## config.mk

```make
export PLATFORM = sky130hd
export DESIGN_NAME = sjt_dp
export DESIGN_NICKNAME = d
export VERILOG_FILES = /design/src/sjt_pkg.sv /design/src/sjt_dp.sv
export SDC_FILE = /design/constraint.sdc
export NUM_CORES = 2
export LEC_CHECK = 0
export BUFFER_PORTS_ARGS = -buffer_cell sky130_fd_sc_hd__buf_2
export CAP_MARGIN = 20
export CORE_MARGIN = 4
export CORE_UTILIZATION = 25
export DETAILED_ROUTE_END_ITERATION = 8
export PLACE_DENSITY = 0.41
export SYNTH_ARGS = -nofsm -noshare
export SYNTH_HDL_FRONTEND = slang
export SYNTH_SLANG_ARGS = --single-unit
```

## constraint.sdc

```tcl
create_clock -name clock -period 12.2 [get_ports clock]
set_clock_uncertainty 0.15 [all_clocks]
set_input_delay 1.83 -clock clock [delete_from_list [all_inputs] [get_ports clock]]
set_output_delay 1.83 -clock clock [all_outputs]
set_load 0.05 [all_outputs]
```

## src/sjt_pkg.sv

```systemverilog
// Shared types, constants and the microprogram of the segment join test.
package sjt_pkg;

   // Geometry widths.
   localparam int CW        = 12;                 // coordinate width
   localparam int IN_W      = 12;                 // width of the coordinate ports
   localparam int NUM_COORD = 8;
   localparam int THR_W     = 12;                 // threshold register width
   localparam int RATIO_W   = 8;                  // Q0.8 ratio register width
   localparam int CSR_DATA_W = 12;
   localparam int CSR_IDX_W = 3;
   localparam int SUM_W     = 2 * CW + 1;         // sum of two squared differences
   localparam int DIST_W    = 25;                 // width of the distance result field
   localparam int MUL_A_W   = SUM_W;
   localparam int MUL_B_W   = (CW > 2 * RATIO_W) ? CW : 2 * RATIO_W;
   localparam int P_W       = MUL_A_W + MUL_B_W;
   localparam int THR2_W    = 2 * THR_W;
   localparam int JW        = ((CW > THR_W) ? CW : THR_W) + RATIO_W;
   localparam int Q_SHIFT   = 2 * RATIO_W;
   localparam int CLW       = (P_W > THR2_W + Q_SHIFT) ? P_W : THR2_W + Q_SHIFT;
   localparam int SAT_W     = 2 * 16 + 2;
   localparam logic [DIST_W-1:0] DIST_MAX = {DIST_W{1'b1}};

   // Coordinate slots of a segment.
   localparam int IDX_MIN_X   = 0;
   localparam int IDX_MAX_X   = 1;
   localparam int IDX_MIN_Y   = 2;
   localparam int IDX_MAX_Y   = 3;
   localparam int IDX_START_X = 4;
   localparam int IDX_START_Y = 5;
   localparam int IDX_END_X   = 6;
   localparam int IDX_END_Y   = 7;

   // Opcodes of an input item.
   localparam logic OP_LOAD    = 1'b0;
   localparam logic OP_COMPARE = 1'b1;

   // Configuration register indexes.
   localparam logic [CSR_IDX_W-1:0] CSR_GAP_THR     = 3'd0;
   localparam logic [CSR_IDX_W-1:0] CSR_GAP_RATIO   = 3'd1;
   localparam logic [CSR_IDX_W-1:0] CSR_OVL_THR     = 3'd2;
   localparam logic [CSR_IDX_W-1:0] CSR_OVL_RATIO   = 3'd3;
   localparam logic [CSR_IDX_W-1:0] CSR_CLOSE_THR   = 3'd4;
   localparam logic [CSR_IDX_W-1:0] CSR_CLOSE_RATIO = 3'd5;

   typedef logic [CW-1:0] coord_type;
   typedef logic [NUM_COORD-1:0][CW-1:0] seg_type;

   typedef struct packed {
      logic [THR_W-1:0]   gap_thr;
      logic [RATIO_W-1:0] gap_ratio;
      logic [THR_W-1:0]   ovl_thr;
      logic [RATIO_W-1:0] ovl_ratio;
      logic [THR_W-1:0]   close_thr;
      logic [RATIO_W-1:0] close_ratio;
   } cfg_type;

   localparam cfg_type CFG_RESET = '{
      gap_thr:     THR_W'(18),
      gap_ratio:   RATIO_W'(128),
      ovl_thr:     THR_W'(8),
      ovl_ratio:   RATIO_W'(51),
      close_thr:   THR_W'(14),
      close_ratio: RATIO_W'(128)
   };

   typedef enum logic [2:0] {
      CAUSE_NONE       = 3'd0,
      CAUSE_X_OVERLAP  = 3'd1,
      CAUSE_X_GAP      = 3'd2,
      CAUSE_Y_OVERLAP  = 3'd3,
      CAUSE_Y_GAP      = 3'd4,
      CAUSE_ENDS_APART = 3'd5
   } cause_type;

   // Control word fields.
   typedef enum logic [1:0] {AX_NONE, AX_X, AX_Y} axis_type;
   typedef enum logic [1:0] {JG_NONE, JG_X, JG_Y, JG_CLOSE} judge_type;
   typedef enum logic [2:0] {
      MS_NONE, MS_RATIO_SPAN, MS_DIFF_SQ, MS_THR_SQ, MS_CRATIO_SQ, MS_LIMIT
   } mul_type;
   typedef enum logic [3:0] {
      PR_SS_X, PR_SS_Y, PR_SE_X, PR_SE_Y, PR_ES_X, PR_ES_Y, PR_EE_X, PR_EE_Y,
      PR_RL_X, PR_RL_Y, PR_CL_X, PR_CL_Y
   } pair_type;
   typedef enum logic [1:0] {ACC_NONE, ACC_LOAD, ACC_ADD} acc_type;
   typedef enum logic [2:0] {
      DST_NONE, DST_DMIN_INIT, DST_DMIN_MIN, DST_LEN_INIT, DST_LEN_MIN
   } dst_type;
   typedef enum logic [1:0] {SQ_NEXT, SQ_JUMP_REJECT, SQ_EMIT} seq_type;

   localparam int UPC_W = 5;
   localparam logic [UPC_W-1:0] UPC_EMIT = UPC_W'(20);

   typedef struct packed {
      axis_type         axis;
      judge_type        judge;
      mul_type          mul;
      pair_type         pair;
      acc_type          acc;
      dst_type          dst;
      logic             save_thr2;
      seq_type          seq;
      logic [UPC_W-1:0] target;
   } ucode_type;

   localparam ucode_type UC_NOP = '{
      axis: AX_NONE, judge: JG_NONE, mul: MS_NONE, pair: PR_SS_X, acc: ACC_NONE,
      dst: DST_NONE, save_thr2: 1'b0, seq: SQ_NEXT, target: '0
   };

   function automatic coord_type absdiff(input coord_type a, input coord_type b);
      return (a > b) ? a - b : b - a;
   endfunction

   // Microprogram. A product is registered in the step that issues it, and the
   // next step sums it into the accumulator.
   function automatic ucode_type ucode_rom(input logic [UPC_W-1:0] addr);
      ucode_type uc;
      uc = UC_NOP;
      case (addr)
         UPC_W'(0): begin
            uc.axis = AX_X;
         end
         UPC_W'(1): begin
            uc.mul = MS_RATIO_SPAN;
         end
         UPC_W'(2): begin
            uc.judge  = JG_X;
            uc.axis   = AX_Y;
            uc.seq    = SQ_JUMP_REJECT;
            uc.target = UPC_EMIT;
         end
         UPC_W'(3): begin
            uc.mul = MS_RATIO_SPAN;
         end
         UPC_W'(4): begin
            uc.judge  = JG_Y;
            uc.seq    = SQ_JUMP_REJECT;
            uc.target = UPC_EMIT;
            uc.mul    = MS_DIFF_SQ;
            uc.pair   = PR_SS_X;
         end
         UPC_W'(5): begin
            uc.mul = MS_DIFF_SQ;
            uc.pair = PR_SS_Y;
            uc.acc = ACC_LOAD;
         end
         UPC_W'(6): begin
            uc.mul = MS_DIFF_SQ;
            uc.pair = PR_SE_X;
            uc.acc = ACC_ADD;
         end
         UPC_W'(7): begin
            uc.mul = MS_DIFF_SQ;
            uc.pair = PR_SE_Y;
            uc.acc = ACC_LOAD;
            uc.dst = DST_DMIN_INIT;
         end
         UPC_W'(8): begin
            uc.mul = MS_DIFF_SQ;
            uc.pair = PR_ES_X;
            uc.acc = ACC_ADD;
         end
         UPC_W'(9): begin
            uc.mul = MS_DIFF_SQ;
            uc.pair = PR_ES_Y;
            uc.acc = ACC_LOAD;
            uc.dst = DST_DMIN_MIN;
         end
         UPC_W'(10): begin
            uc.mul = MS_DIFF_SQ;
            uc.pair = PR_EE_X;
            uc.acc = ACC_ADD;
         end
         UPC_W'(11): begin
            uc.mul = MS_DIFF_SQ;
            uc.pair = PR_EE_Y;
            uc.acc = ACC_LOAD;
            uc.dst = DST_DMIN_MIN;
         end
         UPC_W'(12): begin
            uc.mul = MS_DIFF_SQ;
            uc.pair = PR_RL_X;
            uc.acc = ACC_ADD;
         end
         UPC_W'(13): begin
            uc.mul = MS_DIFF_SQ;
            uc.pair = PR_RL_Y;
            uc.acc = ACC_LOAD;
            uc.dst = DST_DMIN_MIN;
         end
         UPC_W'(14): begin
            uc.mul = MS_DIFF_SQ;
            uc.pair = PR_CL_X;
            uc.acc = ACC_ADD;
         end
         UPC_W'(15): begin
            uc.mul = MS_DIFF_SQ;
            uc.pair = PR_CL_Y;
            uc.acc = ACC_LOAD;
            uc.dst = DST_LEN_INIT;
         end
         UPC_W'(16): begin
            uc.mul = MS_THR_SQ;
            uc.acc = ACC_ADD;
         end
         UPC_W'(17): begin
            uc.mul = MS_CRATIO_SQ;
            uc.save_thr2 = 1'b1;
            uc.dst = DST_LEN_MIN;
         end
         UPC_W'(18): begin
            uc.mul = MS_LIMIT;
         end
         UPC_W'(19): begin
            uc.judge = JG_CLOSE;
         end
         UPC_EMIT: begin
            uc.seq = SQ_EMIT;
         end
         default: begin
            uc.seq = SQ_EMIT;
         end
      endcase
      return uc;
   endfunction

endpackage

```

## src/sjt_dp.sv

```systemverilog
// Datapath: segment registers, axis measure, shared multiplier, accumulator and judges.
module sjt_dp import sjt_pkg::*; (
   input  logic              clock,
   input  logic              reset,
   input  logic              load_en,
   input  logic              start_en,
   input  seg_type           seg_in,
   input  cfg_type           cfg,
   input  ucode_type         ctl,
   output logic              reject,
   output cause_type         cause,
   output logic [DIST_W-1:0] dist_sq
);

   seg_type             ref_ff, ref_in;
   seg_type             cand_ff, cand_in;
   coord_type           span_ff, span_in;
   coord_type           amt_ff, amt_in;
   logic                ovl_ff, ovl_in;
   logic [P_W-1:0]      prod_ff, prod_in;
   logic [SUM_W-1:0]    acc_ff, acc_in;
   logic [SUM_W-1:0]    dmin_ff, dmin_in;
   logic [SUM_W-1:0]    lmin_ff, lmin_in;
   logic [THR2_W-1:0]   thr2_ff, thr2_in;
   cause_type           cause_ff, cause_in;
   logic [DIST_W-1:0]   dist_ff, dist_in;

   coord_type           lo1, hi1, lo2, hi2, lo, hi, s1, s2;
   coord_type           pa, pb, diff;
   logic [MUL_A_W-1:0]  mul_a;
   logic [MUL_B_W-1:0]  mul_b;
   logic [THR_W-1:0]    jthr;
   logic [JW-1:0]       jprod, jthr_sh, jbound, jamt;
   logic                axis_reject;
   logic [CLW-1:0]      lim_thr, lim_prod, lim, cdist;
   logic                apart;
   logic [DIST_W-1:0]   dsat;

   always_ff @(posedge clock) begin
      if (reset) begin
         ref_ff <= '0;
      end else begin
         ref_ff <= ref_in;
      end
   end

   always_ff @(posedge clock) begin
      cand_ff  <= cand_in;
      span_ff  <= span_in;
      amt_ff   <= amt_in;
      ovl_ff   <= ovl_in;
      prod_ff  <= prod_in;
      acc_ff   <= acc_in;
      dmin_ff  <= dmin_in;
      lmin_ff  <= lmin_in;
      thr2_ff  <= thr2_in;
      cause_ff <= cause_in;
      dist_ff  <= dist_in;
   end

   // Box measure of one axis.
   always_comb begin
      if (ctl.axis == AX_Y) begin
         lo1 = ref_ff[IDX_MIN_Y];
         hi1 = ref_ff[IDX_MAX_Y];
         lo2 = cand_ff[IDX_MIN_Y];
         hi2 = cand_ff[IDX_MAX_Y];
      end else begin
         lo1 = ref_ff[IDX_MIN_X];
         hi1 = ref_ff[IDX_MAX_X];
         lo2 = cand_ff[IDX_MIN_X];
         hi2 = cand_ff[IDX_MAX_X];
      end
      s1 = absdiff(lo1, hi1);
      s2 = absdiff(lo2, hi2);
      lo = (lo1 > lo2) ? lo1 : lo2;
      hi = (hi1 < hi2) ? hi1 : hi2;
   end

   // Endpoint pair for the squarer.
   always_comb begin
      case (ctl.pair)
         PR_SS_X: begin pa = ref_ff[IDX_START_X];  pb = cand_ff[IDX_START_X]; end
         PR_SS_Y: begin pa = ref_ff[IDX_START_Y];  pb = cand_ff[IDX_START_Y]; end
         PR_SE_X: begin pa = ref_ff[IDX_START_X];  pb = cand_ff[IDX_END_X];   end
         PR_SE_Y: begin pa = ref_ff[IDX_START_Y];  pb = cand_ff[IDX_END_Y];   end
         PR_ES_X: begin pa = ref_ff[IDX_END_X];    pb = cand_ff[IDX_START_X]; end
         PR_ES_Y: begin pa = ref_ff[IDX_END_Y];    pb = cand_ff[IDX_START_Y]; end
         PR_EE_X: begin pa = ref_ff[IDX_END_X];    pb = cand_ff[IDX_END_X];   end
         PR_EE_Y: begin pa = ref_ff[IDX_END_Y];    pb = cand_ff[IDX_END_Y];   end
         PR_RL_X: begin pa = ref_ff[IDX_START_X];  pb = ref_ff[IDX_END_X];    end
         PR_RL_Y: begin pa = ref_ff[IDX_START_Y];  pb = ref_ff[IDX_END_Y];    end
         PR_CL_X: begin pa = cand_ff[IDX_START_X]; pb = cand_ff[IDX_END_X];   end
         PR_CL_Y: begin pa = cand_ff[IDX_START_Y]; pb = cand_ff[IDX_END_Y];   end
         default: begin pa = '0;                   pb = '0;                   end
      endcase
      diff = absdiff(pa, pb);
   end

   // Operand selection for the shared multiplier.
   always_comb begin
      case (ctl.mul)
         MS_RATIO_SPAN: begin
            mul_a = MUL_A_W'(span_ff);
            mul_b = MUL_B_W'(ovl_ff ? cfg.ovl_ratio : cfg.gap_ratio);
         end
         MS_DIFF_SQ: begin
            mul_a = MUL_A_W'(diff);
            mul_b = MUL_B_W'(diff);
         end
         MS_THR_SQ: begin
            mul_a = MUL_A_W'(cfg.close_thr);
            mul_b = MUL_B_W'(cfg.close_thr);
         end
         MS_CRATIO_SQ: begin
            mul_a = MUL_A_W'(cfg.close_ratio);
            mul_b = MUL_B_W'(cfg.close_ratio);
         end
         MS_LIMIT: begin
            // The squared close ratio is still in the product register.
            mul_a = MUL_A_W'(lmin_ff);
            mul_b = prod_ff[MUL_B_W-1:0];
         end
         default: begin
            mul_a = '0;
            mul_b = '0;
         end
      endcase
   end

   // Axis judge: scaled overlap or gap against max(ratio * span, threshold).
   always_comb begin
      jthr        = ovl_ff ? cfg.ovl_thr : cfg.gap_thr;
      jprod       = prod_ff[JW-1:0];
      jthr_sh     = JW'(jthr) << RATIO_W;
      jbound      = (jprod > jthr_sh) ? jprod : jthr_sh;
      jamt        = JW'(amt_ff) << RATIO_W;
      axis_reject = (jamt >= jbound);
      reject      = ((ctl.judge == JG_X) || (ctl.judge == JG_Y)) && axis_reject;
   end

   // Closeness judge.
   always_comb begin
      lim_thr  = CLW'(thr2_ff) << Q_SHIFT;
      lim_prod = CLW'(prod_ff);
      lim      = (lim_thr > lim_prod) ? lim_thr : lim_prod;
      cdist    = CLW'(dmin_ff) << Q_SHIFT;
      apart    = (cdist > lim);
      dsat     = (SAT_W'(dmin_ff) > SAT_W'(DIST_MAX)) ? DIST_MAX : DIST_W'(dmin_ff);
   end

   always_comb begin
      ref_in   = load_en ? seg_in : ref_ff;
      cand_in  = start_en ? seg_in : cand_ff;
      span_in  = span_ff;
      amt_in   = amt_ff;
      ovl_in   = ovl_ff;
      prod_in  = prod_ff;
      acc_in   = acc_ff;
      dmin_in  = dmin_ff;
      lmin_in  = lmin_ff;
      thr2_in  = thr2_ff;
      cause_in = cause_ff;
      dist_in  = dist_ff;

      if (ctl.axis != AX_NONE) begin
         span_in = (s1 < s2) ? s1 : s2;
         ovl_in  = (lo < hi);
         amt_in  = (lo < hi) ? hi - lo : lo - hi;
      end

      if (ctl.mul != MS_NONE) begin
         prod_in = P_W'(mul_a) * P_W'(mul_b);
      end

      case (ctl.acc)
         ACC_LOAD: acc_in = SUM_W'(prod_ff);
         ACC_ADD:  acc_in = acc_ff + SUM_W'(prod_ff);
         default:  acc_in = acc_ff;
      endcase

      case (ctl.dst)
         DST_DMIN_INIT: dmin_in = acc_ff;
         DST_DMIN_MIN:  dmin_in = (acc_ff < dmin_ff) ? acc_ff : dmin_ff;
         DST_LEN_INIT:  lmin_in = acc_ff;
         DST_LEN_MIN:   lmin_in = (acc_ff < lmin_ff) ? acc_ff : lmin_ff;
         default: begin
         end
      endcase

      if (ctl.save_thr2) begin
         thr2_in = THR2_W'(prod_ff);
      end

      if (start_en) begin
         cause_in = CAUSE_NONE;
         dist_in  = '0;
      end else begin
         case (ctl.judge)
            JG_X: begin
               if (axis_reject) begin
                  cause_in = ovl_ff ? CAUSE_X_OVERLAP : CAUSE_X_GAP;
               end
            end
            JG_Y: begin
               if (axis_reject) begin
                  cause_in = ovl_ff ? CAUSE_Y_OVERLAP : CAUSE_Y_GAP;
               end
            end
            JG_CLOSE: begin
               cause_in = apart ? CAUSE_ENDS_APART : CAUSE_NONE;
               dist_in  = dsat;
            end
            default: begin
            end
         endcase
      end
   end

   assign cause   = cause_ff;
   assign dist_sq = dist_ff;

endmodule

```

==> results.toml <==
[status]
status = "completed"

[timing]
min_period_ns = 11.68
hold-worst-slack_ns = 0.322
rsz0062_at_grt = "no"
hold_viol_final = 0
fmax_mhz = 85.7
final_max_slew_viol_count = 0
fin_crit_sh = 0.957
relSlewSlack = 0.334
finalSetupViolations = 0
setup_tns_ns = 0
worstMarginPinSlew_ns = 0.998

[yosys]
async_reset_ff_frac = 0
syn_area_per_cell_um2 = 9.66
yosysSeqAreaShare = 0.276
ys_warn_count = 0
synth_area_um2 = 37400
postSynthRegisterBits = 385
synth_flop_cell = "edfxtp_1"
synth_top_cell_area_share = 0.209
synthCells = 3875
synth.area.top_cells = "edfxtp_1 21%, fa_1 18%, ha_1 13%"
synth-edff-count = 261
synth_cell_type_count = 86
yosysTopAreaCell = "edfxtp_1"
synth.net_count = 4777

[worst_setup_path]
critPathCaptureType = "flip-flop"
cp.required_ns = 12.39
worstPathArrival_ns = 11.87
crit_family = "adder cells"
worst_path_most_repeated_cell = "fa_1"
path_buf_inv = 9
critPathMaxStageDelay_ns = 0.58
crit_path_top_delay_cell = "fa_1"
cp_max_fo = 10
startpoint_type = "input pin"
criticalPathCategory = "input pin to flip-flop"

[power_and_ir_drop]
swShare = 0.430
irDropWorstVdd_mv = 0.111
p_sw_uw = 3210
leakagePower_uw = 0.0208
power.clock.fraction = 0.183
powerDensity_nw_per_um2 = 169
p_comb_frac = 0.533
seq_power_share = 0.284
intPower_uw = 4250

[die]
dieArea_um2 = 156000
dieHeight_um = 395
die_w_um = 395
num_rows = 141
initial_core_util = 0.253
core_um2 = 148000
ioPinCount = 213

[route]
firstDrtPassIters = 5
wl_met2_um = 59100
drc = 0
vias = 28782
ant_nets = 0
dr.max_layer_used = "met5"
routed_wl_um = 129000
post_drt_wl_per_cell_um = 20.8
drtIter0Drc = 1721
wl_met3_um = 5510
avgViaCountPerCell = 4.63
met1Wirelength_um = 62200

[clocking]
cts_max_level = 2
cts_num_sinks = 385
cts-root-buf = "clkbuf_16"
cts.clk_slew.worst_paths_ns = 0.06
cts_made_buffers = 45
cts_tree = "done"
clockBufferDepth = 3
insertion_delay_ns = 0.61

[cells_and_area]
finalNetCount = 5147
fillers = 15668
drive_gt1_frac = 0.149
final_common_cell = "inv_1"
regArea_um2 = 10300
syn_to_final_growth_pct = 17.9
layout_common_cells = "573 x inv_1, 416 x nand2_1, 388 x ha_1"
final_util = 0.298
multi_input_area_um2 = 24500

[grt]
first_global_vias = 29764
grt_pass1_wl_um = 194000
grt_use_total = 0.163
grt_max_degree = 69
grt_overflow_total = 0
antenna_found_initial = 15

[placed_design]
dpl.hpwl_um = 106000
gp_congestion = 0.881
io_buffers = 205

[hold_path]
holdCritPathClass = "flip-flop to flip-flop"

[flow_run]
drv_cap = 0
cells in the mapped netlist, types with 65 or more instances:
cell type	instances
inv_1	573
nand2_1	416
ha_1	389
fa_1	329
mux2i_1	297
nor2_1	287
edfxtp_1	261
a21oi_1	149
dfxtp_1	124
o21ai_0	119
a21o_1	107
clkbuf_1	105
and2_1	68
xnor2_1	65
layout make-up:
cell class | instances | area share
Tap cell | 1930 | 0.0547
Clock buffer | 64 | 0.0290
Sequential cell | 385 | 0.234
Timing Repair Buffer | 478 | 0.0751
Antenna cell | 3 | 0.000170
Inverter | 573 | 0.0487
Multi-Input combinational cell | 2762 | 0.554
Clock inverter | 19 | 0.00400
final timing paths:
path,end,start,cells past startpoint,slack [ns]
worst min register to register,cause[0]$_SDFFE_PP0P_,cause[0]$_SDFFE_PP0P_,2,0.32
worst max-delay path,lim_prod[40]$_DFFE_PP_,ctl[14],41,0.52
worst max register to register,lim_prod[40]$_DFFE_PP_,ref_ff[84]$_SDFFE_PP0P_,40,1.69
worst min-delay path,cause[0]$_SDFFE_PP0P_,cause[0]$_SDFFE_PP0P_,2,0.32
registers in the layout, summed over array words and instances, names as in the netlist:
register,flops
cand_ff,96
dmin_ff,25
thr2_ff,24
cause,3
lim_prod,41
dist_sq,25
lmin_ff,25
span_ff,12
acc_ff,25
amt_ff,12
ovl_ff,1
ref_ff,96
what timing repair did:
action,CTS,global route
gates resized for setup,0,19
endpoints found under the setup margin,0,12
hold buffers,0,0
setup buffers,0,1
per-stage QoR:
stage	total power, µW	cell area, µm²	setup slack (ns)	instances
after floorplan	4520	37400	0.482	3875
after global placement	6110	42500	-0.359	6124
after detailed placement	6110	42500	-0.375	6124
after CTS	7540	44000	0.228	6207
after global routing	8080	44100	0.00971	6212
final	7460	44100	0.525	6214
power groups by stage:
stage               combinational (µW)  clock, µW  sequential, µW
CTS                               3990       1420            2130
detailed placement                3960          0            2160
floorplan                         2560          0            1960
global placement                  3950          0            2160
finish                            3970       1370            2120
global route                      4450       1480            2150
logic make-up (layout without fill, tap and decap cells):
logic type	after synthesis	after routing	synth area share
xor+xnor	92	92	0.0215
fa+ha+maj	718	718	0.306
other cells	0	3	0
flops	385	385	0.276
mux	342	342	0.0932
buf+inv	728	1134	0.0741
compound gates	600	600	0.108
simple gates	1010	1010	0.122
worst register-to-register path, delay by kind of cell, from the launching register on:
family	cells	cell delay, ns
AOI/OAI and AO/OA	15	3.59
xor gates and xnor gates	1	0.15
adders and majority gates	9	4.00
buffers and inverters	8	0.99
DFF	1	0.34
muxes	2	0.31
and+or+nand+nor	5	0.72
metal layers:
metal | vias up | global-route usage
li1 | 13830 | -
met1 | 14224 | 0.233
met2 | 602 | 0.266
met3 | 116 | 0.0206
met4 | 10 | 0.0290
met5 | - | 0
Note: power is estimated with default switching activity, not from simulation.
